[config.mk]
export PLATFORM = sky130hd
export DESIGN_NAME = sensor_frame_receiver_top_flat
export DESIGN_NICKNAME = d
export VERILOG_FILES = /design/src/hdl/sfr_pkg.sv /design/src/hdl/sfr_byte_if.sv /design/src/hdl/sfr_result_if.sv /design/src/hdl/sfr_ram.sv /design/src/hdl/sfr_parser.sv /design/src/hdl/sfr_emitter.sv /design/src/hdl/sensor_frame_receiver_top.sv /design/src/flat_wrapper.sv
export SDC_FILE = /design/constraint.sdc
export NUM_CORES = 1
export LEC_CHECK = 0
export ABC_AREA = 1
export ABC_CLOCK_PERIOD_IN_PS = 14260
export BUFFER_PORTS_ARGS = -buffer_cell sky130_fd_sc_hd__buf_2
export CAP_MARGIN = 15
export CORE_MARGIN = 8
export CORE_UTILIZATION = 50
export DETAILED_ROUTE_END_ITERATION = 8
export GPL_ROUTABILITY_DRIVEN = 0
export HOLD_SLACK_MARGIN = 0.15
export PLACE_DENSITY = 0.65
export SYNTH_ARGS = -nofsm -noshare
export SYNTH_HDL_FRONTEND = slang
export SYNTH_HIERARCHICAL = 1
export SYNTH_SLANG_ARGS = --single-unit
export TNS_END_PERCENT = 50
[constraint.sdc]
create_clock -name clk -period 14.26 [get_ports clk]
set_clock_uncertainty 0.15 [all_clocks]
set_input_delay 4.278 -clock clk [delete_from_list [all_inputs] [get_ports clk]]
set_output_delay 4.278 -clock clk [all_outputs]
set_load 0.01 [all_outputs]
[src/hdl/sfr_pkg.sv]
package sfr_pkg;

  localparam int BUFFER_BYTES = 64;
  localparam int ADDR_W = $clog2(BUFFER_BYTES);
  // Byte positions and frame indexes are compared in nine bits so that a
  // store of 256 bytes still fits.
  localparam int IDX_W = 9;
  localparam logic [IDX_W-1:0] BUF_LIM = IDX_W'(BUFFER_BYTES);

  localparam logic [7:0] HDR_FIRST = 8'hAA;
  localparam logic [7:0] HDR_SECOND = 8'h55;
  localparam logic [7:0] MIN_LENGTH = 8'd4;
  localparam logic [4:0] MAX_WORDS = 5'd30;
  localparam logic [4:0] WORDS_RESET = 5'd19;
  localparam logic [IDX_W-1:0] FIRST_WORD_BYTE = IDX_W'(4);

  typedef enum logic [1:0] {
    KIND_WORD    = 2'd0,
    KIND_SUM_ERR = 2'd1,
    KIND_LEN_ERR = 2'd2
  } sfr_kind_t;

  // Event from the byte parser to the word emitter.
  typedef struct packed {
    logic       err;
    sfr_kind_t  kind;
    logic [7:0] ftype;
    logic       start;
    logic [4:0] nwords;
  } sfr_evt_t;

  // Status from the word emitter back to the byte parser.
  typedef struct packed {
    logic busy;
    logic can_load;
  } sfr_stat_t;

endpackage

[src/hdl/sfr_byte_if.sv]
interface sfr_byte_if;
  logic       valid;
  logic       ready;
  logic [7:0] rx_byte;

  modport source (output valid, output rx_byte, input ready);
  modport sink (input valid, input rx_byte, output ready);
endinterface

[src/hdl/sfr_result_if.sv]
interface sfr_result_if;
  logic               valid;
  logic               ready;
  logic [1:0]         kind;
  logic [7:0]         frame_type;
  logic [4:0]         word_index;
  logic signed [15:0] word_value;
  logic               last;

  modport source (output valid, output kind, output frame_type, output word_index,
                  output word_value, output last, input ready);
  modport sink (input valid, input kind, input frame_type, input word_index,
                input word_value, input last, output ready);
endinterface

[src/hdl/sfr_ram.sv]
module sfr_ram #(
  parameter int DEPTH = 64,
  parameter int WIDTH = 8
) (
  input  logic                     clk,
  input  logic                     we,
  input  logic [$clog2(DEPTH)-1:0] waddr,
  input  logic [WIDTH-1:0]         wdata,
  input  logic                     re,
  input  logic [$clog2(DEPTH)-1:0] raddr,
  output logic [WIDTH-1:0]         rdata
);

  logic [WIDTH-1:0] mem [DEPTH];
  logic [WIDTH-1:0] rdata_r;

  always_ff @(posedge clk) begin
    if (we) begin
      mem[waddr] <= wdata;
    end
    if (re) begin
      rdata_r <= mem[raddr];
    end
  end

  assign rdata = rdata_r;

endmodule

[src/hdl/sfr_parser.sv]
module sfr_parser
  import sfr_pkg::*;
(
  input  logic              clk,
  input  logic              rst_n,
  input  logic              in_valid,
  output logic              in_ready,
  input  logic [7:0]        rx_byte,
  input  logic              cfg_we,
  input  logic [4:0]        cfg_wdata,
  input  sfr_stat_t         stat,
  output sfr_evt_t          evt,
  output logic              mem_we,
  output logic [ADDR_W-1:0] mem_waddr,
  output logic [7:0]        mem_wdata
);

  typedef enum logic [1:0] {
    P_HDR1,
    P_HDR2,
    P_LEN,
    P_BODY
  } phase_t;

  phase_t     phase_r;
  logic [7:0] len_r;
  logic [7:0] pos_r;
  logic [7:0] sum_r;
  logic [7:0] type_r;
  logic [4:0] wte_r;

  logic       accept;
  logic       body_more;
  logic       len_bad;
  logic       may_result;
  logic       put;
  logic [7:0] wpos;
  logic [7:0] sum_base;
  logic [4:0] nwords;

  always_comb begin
    body_more = ({1'b0, pos_r} + IDX_W'(1)) < {1'b0, len_r};
    len_bad = (rx_byte < MIN_LENGTH) || ({1'b0, rx_byte} > BUF_LIM);
    // Only a length byte or the checksum byte can produce a result, so any
    // other byte is taken even with the output register full, unless busy.
    may_result = (phase_r == P_LEN) || ((phase_r == P_BODY) && !body_more);
    in_ready = !stat.busy && (stat.can_load || !may_result);
    accept = in_valid && in_ready;

    if (wte_r == 5'd0) begin
      nwords = 5'd1;
    end else if (wte_r > MAX_WORDS) begin
      nwords = MAX_WORDS;
    end else begin
      nwords = wte_r;
    end

    wpos = (phase_r == P_HDR1) ? 8'd0 : pos_r;
    sum_base = (phase_r == P_HDR1) ? 8'd0 : sum_r;

    put = 1'b0;
    evt = '0;
    evt.nwords = nwords;
    unique case (phase_r)
      P_HDR1: put = (rx_byte == HDR_FIRST);
      P_HDR2: put = (rx_byte == HDR_SECOND);
      P_LEN: begin
        put = !len_bad;
        if (len_bad) begin
          evt.err = accept;
          evt.kind = KIND_LEN_ERR;
        end
      end
      P_BODY: begin
        put = 1'b1;
        evt.ftype = (pos_r == 8'd3) ? rx_byte : type_r;
        if (!body_more) begin
          if (rx_byte != sum_r) begin
            evt.err = accept;
            evt.kind = KIND_SUM_ERR;
          end else begin
            evt.start = accept;
          end
        end
      end
      default: put = 1'b0;
    endcase

    mem_we = accept && put && ({1'b0, wpos} < BUF_LIM);
    mem_waddr = wpos[ADDR_W-1:0];
    mem_wdata = rx_byte;
  end

  always_ff @(posedge clk) begin
    if (!rst_n) begin
      phase_r <= P_HDR1;
      len_r <= 8'd0;
      pos_r <= 8'd0;
      sum_r <= 8'd0;
      wte_r <= WORDS_RESET;
    end else begin
      if (cfg_we) begin
        wte_r <= cfg_wdata;
      end
      if (accept) begin
        if (put) begin
          sum_r <= sum_base + rx_byte;
          pos_r <= wpos + 8'd1;
        end
        unique case (phase_r)
          P_HDR1: phase_r <= put ? P_HDR2 : P_HDR1;
          P_HDR2: phase_r <= put ? P_LEN : P_HDR1;
          P_LEN: begin
            len_r <= rx_byte;
            phase_r <= put ? P_BODY : P_HDR1;
          end
          P_BODY: phase_r <= body_more ? P_BODY : P_HDR1;
          default: phase_r <= P_HDR1;
        endcase
      end
    end
  end

  always_ff @(posedge clk) begin
    if (accept && put && (wpos == 8'd3)) begin
      type_r <= rx_byte;
    end
  end

endmodule

[src/hdl/sfr_emitter.sv]
module sfr_emitter
  import sfr_pkg::*;
(
  input  logic               clk,
  input  logic               rst_n,
  input  sfr_evt_t           evt,
  output sfr_stat_t          stat,
  output logic               mem_re,
  output logic [ADDR_W-1:0]  mem_raddr,
  input  logic [7:0]         mem_rdata,
  output logic               out_valid,
  input  logic               out_ready,
  output logic [1:0]         out_kind,
  output logic [7:0]         out_frame_type,
  output logic [4:0]         out_word_index,
  output logic signed [15:0] out_word_value,
  output logic               out_last
);

  typedef enum logic [1:0] {
    E_IDLE,
    E_HI,
    E_LO,
    E_WAIT
  } estate_t;

  estate_t            st_r;
  logic [4:0]         idx_r;
  logic [4:0]         n_r;
  logic [7:0]         type_r;
  logic [7:0]         hi_r;
  logic               hi_ok_r;
  logic               lo_ok_r;
  logic               out_valid_r;
  logic [1:0]         kind_r;
  logic [7:0]         ftype_r;
  logic [4:0]         widx_r;
  logic signed [15:0] wval_r;
  logic               last_r;

  logic [IDX_W-1:0]   hi_idx;
  logic [IDX_W-1:0]   lo_idx;
  logic [IDX_W-1:0]   rd_idx;
  logic               can_load;
  logic               load;
  logic               is_last;
  logic [7:0]         lo_byte;

  always_comb begin
    hi_idx = FIRST_WORD_BYTE + IDX_W'({idx_r, 1'b0});
    lo_idx = hi_idx + IDX_W'(1);
    rd_idx = (st_r == E_LO) ? lo_idx : hi_idx;
    mem_re = (st_r == E_HI) || (st_r == E_LO);
    mem_raddr = rd_idx[ADDR_W-1:0];
    can_load = !out_valid_r || out_ready;
    load = ((st_r == E_IDLE) && evt.err) || ((st_r == E_WAIT) && can_load);
    is_last = ({1'b0, idx_r} + 6'd1) == {1'b0, n_r};
    // Bytes beyond the end of the store read as zero.
    lo_byte = lo_ok_r ? mem_rdata : 8'd0;
    stat.busy = (st_r != E_IDLE);
    stat.can_load = can_load;
  end

  always_ff @(posedge clk) begin
    if (!rst_n) begin
      st_r <= E_IDLE;
      out_valid_r <= 1'b0;
      idx_r <= 5'd0;
    end else begin
      if (load) begin
        out_valid_r <= 1'b1;
      end else if (out_valid_r && out_ready) begin
        out_valid_r <= 1'b0;
      end
      unique case (st_r)
        E_IDLE: begin
          if (evt.err) begin
            kind_r <= evt.kind;
            ftype_r <= evt.ftype;
            widx_r <= 5'd0;
            wval_r <= 16'sd0;
            last_r <= 1'b1;
          end else if (evt.start) begin
            st_r <= E_HI;
            idx_r <= 5'd0;
            n_r <= evt.nwords;
            type_r <= evt.ftype;
          end
        end
        E_HI: begin
          hi_ok_r <= hi_idx < BUF_LIM;
          st_r <= E_LO;
        end
        E_LO: begin
          lo_ok_r <= lo_idx < BUF_LIM;
          hi_r <= hi_ok_r ? mem_rdata : 8'd0;
          st_r <= E_WAIT;
        end
        E_WAIT: begin
          if (can_load) begin
            kind_r <= KIND_WORD;
            ftype_r <= type_r;
            widx_r <= idx_r;
            wval_r <= signed'({hi_r, lo_byte});
            last_r <= is_last;
            idx_r <= idx_r + 5'd1;
            st_r <= is_last ? E_IDLE : E_HI;
          end
        end
        default: st_r <= E_IDLE;
      endcase
    end
  end

  assign out_valid = out_valid_r;
  assign out_kind = kind_r;
  assign out_frame_type = ftype_r;
  assign out_word_index = widx_r;
  assign out_word_value = wval_r;
  assign out_last = last_r;

endmodule

[src/hdl/sensor_frame_receiver_top.sv]
// Channel   Direction  Payload
// in_ch     sink       rx_byte[7:0]
// out_ch    source     kind[1:0], frame_type[7:0], word_index[4:0], word_value[15:0], last
// cfg       write      cfg_wdata[4:0] = words_to_emit
//
// Received frame bytes go into a 64-entry store. After a frame with a good checksum,
// each payload word takes two reads of the single store read port and one output
// load, and the input is held off until the last word is loaded. Error results
// are loaded at once. Reset is synchronous, active low, and clears the control
// state only; the store needs no clearing pass. A stalled output holds its word,
// and the next input byte is still taken unless a word burst is under way or
// the byte could produce a result of its own.
module sensor_frame_receiver_top
  import sfr_pkg::*;
(
  input  logic       clk,
  input  logic       rst_n,
  sfr_byte_if.sink   in_ch,
  sfr_result_if.source out_ch,
  input  logic       cfg_we,
  input  logic [4:0] cfg_wdata
);

  sfr_evt_t          evt;
  sfr_stat_t         stat;
  logic              mem_we;
  logic [ADDR_W-1:0] mem_waddr;
  logic [7:0]        mem_wdata;
  logic              mem_re;
  logic [ADDR_W-1:0] mem_raddr;
  logic [7:0]        mem_rdata;

  sfr_parser u_parser (
    .clk       (clk),
    .rst_n     (rst_n),
    .in_valid  (in_ch.valid),
    .in_ready  (in_ch.ready),
    .rx_byte   (in_ch.rx_byte),
    .cfg_we    (cfg_we),
    .cfg_wdata (cfg_wdata),
    .stat      (stat),
    .evt       (evt),
    .mem_we    (mem_we),
    .mem_waddr (mem_waddr),
    .mem_wdata (mem_wdata)
  );

  sfr_ram #(
    .DEPTH (BUFFER_BYTES),
    .WIDTH (8)
  ) u_store (
    .clk   (clk),
    .we    (mem_we),
    .waddr (mem_waddr),
    .wdata (mem_wdata),
    .re    (mem_re),
    .raddr (mem_raddr),
    .rdata (mem_rdata)
  );

  sfr_emitter u_emitter (
    .clk            (clk),
    .rst_n          (rst_n),
    .evt            (evt),
    .stat           (stat),
    .mem_re         (mem_re),
    .mem_raddr      (mem_raddr),
    .mem_rdata      (mem_rdata),
    .out_valid      (out_ch.valid),
    .out_ready      (out_ch.ready),
    .out_kind       (out_ch.kind),
    .out_frame_type (out_ch.frame_type),
    .out_word_index (out_ch.word_index),
    .out_word_value (out_ch.word_value),
    .out_last       (out_ch.last)
  );

endmodule

[src/flat_wrapper.sv]
// flat-port wrapper written by rule: the top's interface ports become plain ports
module sensor_frame_receiver_top_flat import sfr_pkg::*;
  (clk, rst_n, cfg_we, cfg_wdata, in_ch_valid, in_ch_rx_byte, in_ch_ready, out_ch_valid, out_ch_kind, out_ch_frame_type, out_ch_word_index, out_ch_word_value, out_ch_last, out_ch_ready);
  sfr_byte_if in_ch_i ();
  sfr_result_if out_ch_i ();
  input  logic clk;
  input  logic rst_n;
  input  logic cfg_we;
  input  logic [4:0] cfg_wdata;
  input wire logic [$bits(in_ch_i.valid)-1:0] in_ch_valid;
  input wire logic [$bits(in_ch_i.rx_byte)-1:0] in_ch_rx_byte;
  output wire logic [$bits(in_ch_i.ready)-1:0] in_ch_ready;
  output wire logic [$bits(out_ch_i.valid)-1:0] out_ch_valid;
  output wire logic [$bits(out_ch_i.kind)-1:0] out_ch_kind;
  output wire logic [$bits(out_ch_i.frame_type)-1:0] out_ch_frame_type;
  output wire logic [$bits(out_ch_i.word_index)-1:0] out_ch_word_index;
  output wire logic [$bits(out_ch_i.word_value)-1:0] out_ch_word_value;
  output wire logic [$bits(out_ch_i.last)-1:0] out_ch_last;
  input wire logic [$bits(out_ch_i.ready)-1:0] out_ch_ready;
  assign in_ch_i.valid = in_ch_valid;
  assign in_ch_i.rx_byte = in_ch_rx_byte;
  assign in_ch_ready = in_ch_i.ready;
  assign out_ch_valid = out_ch_i.valid;
  assign out_ch_kind = out_ch_i.kind;
  assign out_ch_frame_type = out_ch_i.frame_type;
  assign out_ch_word_index = out_ch_i.word_index;
  assign out_ch_word_value = out_ch_i.word_value;
  assign out_ch_last = out_ch_i.last;
  assign out_ch_i.ready = out_ch_ready;
  sensor_frame_receiver_top u_core (.clk(clk), .rst_n(rst_n), .in_ch(in_ch_i), .out_ch(out_ch_i), .cfg_we(cfg_we), .cfg_wdata(cfg_wdata));
endmodule
* After elaboration in Yosys (flattened, before gate mapping)
Memories as Yosys holds them, arrays and structs flattened. A register that Yosys moved wholly into a read port is not among the register bits. Index checks and enable logic that the tools add are counted.
Cells by class: add/subtract/negate cells 7, $lt $le $gt $ge 7, equal/unequal tests 16, mux-type cells 47, bitwise logic cells 1, reduce and logical (&&, ||, !) cells 34
Operators by type and width (number):
- $mux W8 | 6
- $mux W16 | 2
- $pmux W16 S2 | 1
- $mux W5 | 6
- $pmux W5 S2 | 2
- $eq A8 B2 Y1 const B | 2
- $lt A8 B7 Y1 const B | 2
- $mux W2 | 8
- $pmux W2 S4 | 2
- $pmux W8 S2 | 1
- $reduce_and A4 Y1 | 3
- $mux W1 | 10
- $add A8 B1 Y9 const B | 1
- $logic_and A1 B1 Y1 | 9
- $lt A9 B8 Y1 | 1
- $mux W3 | 3
- $mux W9 | 1
- $add A7 B1 Y8 const B | 1
- $add A8 B1 Y8 const B | 1
- $add A8 B8 Y8 | 1
- $eq A2 B2 Y1 const B | 4
- $eq A8 B7 Y1 const B | 1
- $eq A8 B8 Y1 const B | 1
- $gt A8 B7 Y1 const B | 1
- 24 further kinds | 42
Word-level totals: register bits 102, bits in writable memories 512, bits of input ports 18, output and inout bits 34, logic and storage cells 132, memories kept 1
Memories:
- u_core.u_store.mem | depth 64, bits a word 8, rd ports 1, clocked after Yosys merged registers in 1, wr ports 1, RTL line sfr_ram.sv:14 | logic [WIDTH-1:0] mem [DEPTH];

* Longest topological paths before layout
depth in word-level cells 15, depth in mapped cells 25

* Modules after synthesis
The synthesis kept the hierarchy.
By module, submodules not included:
- sfr_ram | instances 1, cells each 1805, area each 21419.3 um^2, sequential area each 15615.0 um^2
- sfr_parser | instances 1, cells each 422, area each 2825.2 um^2, sequential area each 860.8 um^2
- sfr_emitter | instances 1, cells each 256, area each 2720.1 um^2, sequential area each 1811.7 um^2

* Least setup slack after synthesis
No wires, ideal clock.
path type input to output, from input out_ch_ready, to output in_ch_ready, arrival 4.743 ns, slack 5.089 ns, stages 5, buffers on the path 1, cells stage by stage inv_1 > nand2_1 > buf_4 > inv_1 > a21oi_1
Between the ends: longest elaborated chain between the ends 3
Ends and longest elaborated chain:
- from (decl) | RTL line flat_wrapper.sv:19 | input wire logic [$bits(out_ch_i.ready)-1:0] out_ch_ready;
- $logic_or A1 B1 Y1 | RTL line sfr_emitter.sv:55 | can_load = !out_valid_r || out_ready;
- via u_core.u_emitter.can_load | RTL line sfr_emitter.sv:44 | logic can_load;
- $logic_or A1 B1 Y1 | RTL line sfr_parser.sv:47 | in_ready = !stat.busy && (stat.can_load || !may_result);
- $logic_and A1 B1 Y1 | RTL line sfr_parser.sv:47
- to (decl) | RTL line flat_wrapper.sv:12 | output wire logic [$bits(in_ch_i.ready)-1:0] in_ch_ready;
The timed path passes the listed nets, and every way through them passes these cells.

==> results.yml <==
outcome:
  outcome: "completed"
synth:
  syn_nets: 2524
  ys_types: 39
  syn_area_sq_um: 27000
  seq_area_frac_synth: 0.678
  syn_avg_cell_area_sq_um: 10.9
  ys_seq_elements: 622
  syn_inst: 2483
  ys_warn_count: 6
grt:
  grt_pass1_vias: 17600
  track_usage: 0.213
  grt_pass1_wl_mm: 100
  antenna_found_initial: 0
  grt_max_degree: 258
  grt_overflow: 0
hold_path:
  hp-start: "u_core/u_parser/wte_r[3]"
  holdPathStages: 0
  hold_path_class: "reg -> reg"
setup_path:
  start_kind: "input pin"
  crit-reg2reg-launch: "u_core/u_parser/pos_r[0]"
  crit_arrival_ns: 4.87
  cp-startpoint: "out_ch_ready"
  critical_path.max_fanout: 3
  crit_required_ns: 9.83
  cpLargestDelayFamily: "buffers and inverters"
  cp_slowest_cell: "a21oi_1"
  worstSetupEndpointType: "output port"
  reg2regPathDepth: 18
  worst-setup-path-type: "in -> out"
  critPathMaxStageDelay_ns: 0.15
  critical_path_depth: 6
  worstPathCellList: "buf_2 > inv_1 > nand2_1 > inv_1 > a21oi_1 > buf_2"
  cp_num_buf_inv: 4
floorplanning:
  core_sq_um: 53600
  ios: 52
  fp.dieArea_sq_um: 61600
  die_y_um: 248
  core.rowCount: 85
  die_x_um: 248
  start_util: 0.503
clock_network:
  cts_resized: 0
  clk_transition_reported_paths_ns: 0.06
  clock_path_buffers: 3
  tritoncts: "yes"
  clkSinkCount: 622
  cts_hold_repair.buffers: 0
  cts_buffers: 66
  insertion_delay_ns: 0.60
  post_cts_buffers: 0
  htreeDepth: 3
  root_buffer: "clkbuf_16"
timing:
  slew_violations: 0
  finalSetupTns_ns: 0
  tightest_slew_ns: 1.31
  finalHoldViolCount: 0
  timing.hold.ws_ns: 0.321
  slew_headroom: 0.128
  fin_crit_sh: 0.652
  fmax_ghz: 0.108
  layout_min_cycle_time_ns: 9.29
  rsz0062_at_grt: "false"
  setup_violations: 0
finish:
  diodes: 0
  final_util: 0.549
  layout-drive-gt1-share: 0.0849
  syn2layout_area_growth_pct: 9.15
  final_net_count: 2533
  fillerInstances: 4570
drt:
  ant_nets: 0
  route.detailed.drc: 0
  drt_pass1_iterations: 6
  vias: 18200
  routed_wl_mm: 65.7
  initialDrtViolationCount: 1963
  wl_per_cell_um: 20.3
  via_per_inst: 5.61
power_and_ir_drop:
  finalPower_mw: 4.42
  leakage_nw: 11.1
  peakVddDrop_v: 0.0000875
  p_per_area_nw_per_um2: 150
placed_design:
  portBuffers: 51
  dpl.hpwl_mm: 38.5
run:
  maxCapViolations: 0
==> final cells by class <==
type | instances | area, sq um | area share
multi-input combinational | 1595 | 7200 | 0.245
clock inverter | 33 | 279 | 0.00948
tap | 696 | 871 | 0.0296
inverter | 123 | 469 | 0.0159
timing repair buffer | 84 | 536 | 0.0182
clock buffer | 87 | 1780 | 0.0606
sequential | 622 | 18300 | 0.622
==> synth_stat cells (all sizes together) <==
library cell / count / area (sq um)
nor3: 10 / 70.1
nand3b: 3 / 22.5
o211ai: 2 / 15.0
o21ai: 24 / 124
nor2: 156 / 606
dfxtp: 39 / 781
nand4: 17 / 136
ha: 22 / 275
nand2: 825 / 3110
a211oi: 3 / 22.5
clkbuf: 25 / 104
nor4: 8 / 50.1
xor2: 14 / 123
buf: 118 / 930
a21oi: 30 / 154
fa: 1 / 20.0
nand3: 471 / 2380
o21bai: 3 / 22.5
or2: 1 / 6.26
and3: 1 / 6.26
xnor2: 4 / 35.0
inv: 123 / 467
edfxtp: 583 / 17500
==> state kept, by name, summed over array words and instances (netlist names), 8 cells and up <==
register and flops:
u_core/u_store/rdata 8, u_core/u_parser/pos_r 8, u_core/u_emitter/out_frame_type 8, u_core/u_parser/type_r 8
u_core/u_parser/len_r 8, u_core/u_parser/sum_r 8, u_core/u_emitter/out_word_value 16, u_core/u_store/mem 512
u_core/u_emitter/hi_r 8, u_core/u_emitter/type_r 8
==> final timing paths <==
| check | end | slack (ns) |
|---|---|---|
| worst min register to register | u_core/u_emitter/n_r[3] | 0.32 |
| worst min-delay path | u_core/u_emitter/n_r[3] | 0.32 |
| worst max register to register | u_core/u_store/mem[36][4] | 8.57 |
| worst max-delay path | in_ch_ready | 4.97 |
==> through the flow <==
| stage | cells | setup WS, ns | cell area [sq um] |
|---|---|---|---|
| 2_1_floorplan | 2483 | 5.09 | 27000 |
| 3_3_place_gp | 3118 | 4.98 | 27300 |
| 3_5_place_dp | 3118 | 4.97 | 27300 |
| 4_1_cts | 3238 | 4.96 | 29400 |
| 5_1_grt | 3240 | 4.91 | 29400 |
| 6_report | 3240 | 4.97 | 29400 |
==> cell families after synthesis <==
logic type | count (synthesis) | share of synthesized area
simple gates | 1492 | 0.237
flops | 622 | 0.678
buf+inv | 266 | 0.0556
compound gates | 62 | 0.0125
fa+ha+maj | 23 | 0.0110
xor+xnor | 18 | 0.00585
==> placed cells by master (no fill, tap or decap), types with 4 or more instances in the layout <==
master     Yosys  routed
nor4_1         8       8
xor2_1        14      14
nor3_1         6       6
nand2_2        6       6
nand3_2        4       4
inv_1        114     112
xnor2_1        4       4
nand3_1      467     467
clkbuf_1      24      18
o21ai_0       22      22
buf_4         25      30
dfxtp_1       39      38
nand4_1       15      15
clkinv_1       0       9
clkbuf_16      0      68
edfxtp_1     583     583
nand2_1      819     819
ha_1          22      21
clkinv_2       0      13
nor3_2         4       4
nor2_2         5       5
a21oi_1       29      29
inv_2          8       9
buf_2         38      51
nor2_1       150     150
==> report_power, final <==
group | leakage [nW] | total (mW) | switching, mW | internal [mW]
Combinational | 4.51 | 0.728 | 0.535 | 0.193
Sequential | 5.56 | 2.06 | 0.0213 | 2.04
Clock | 1.01 | 1.63 | 0.692 | 0.942
==> layer usage <==
| layer | share of wire | up-vias | global-route usage | wire length (um) |
|---|---|---|---|---|
| li1 | - | 8516 | - | - |
| met1 | 0.42 | 8777 | 0.289 | 27700 |
| met2 | 0.47 | 752 | 0.342 | 30900 |
| met3 | 0.076 | 143 | 0.0395 | 4990 |
| met4 | 0.033 | 0 | 0.0777 | 2140 |
| met5 | 0 | - | 0 | 0 |
Note: power is estimated with default switching activity, not from simulation.
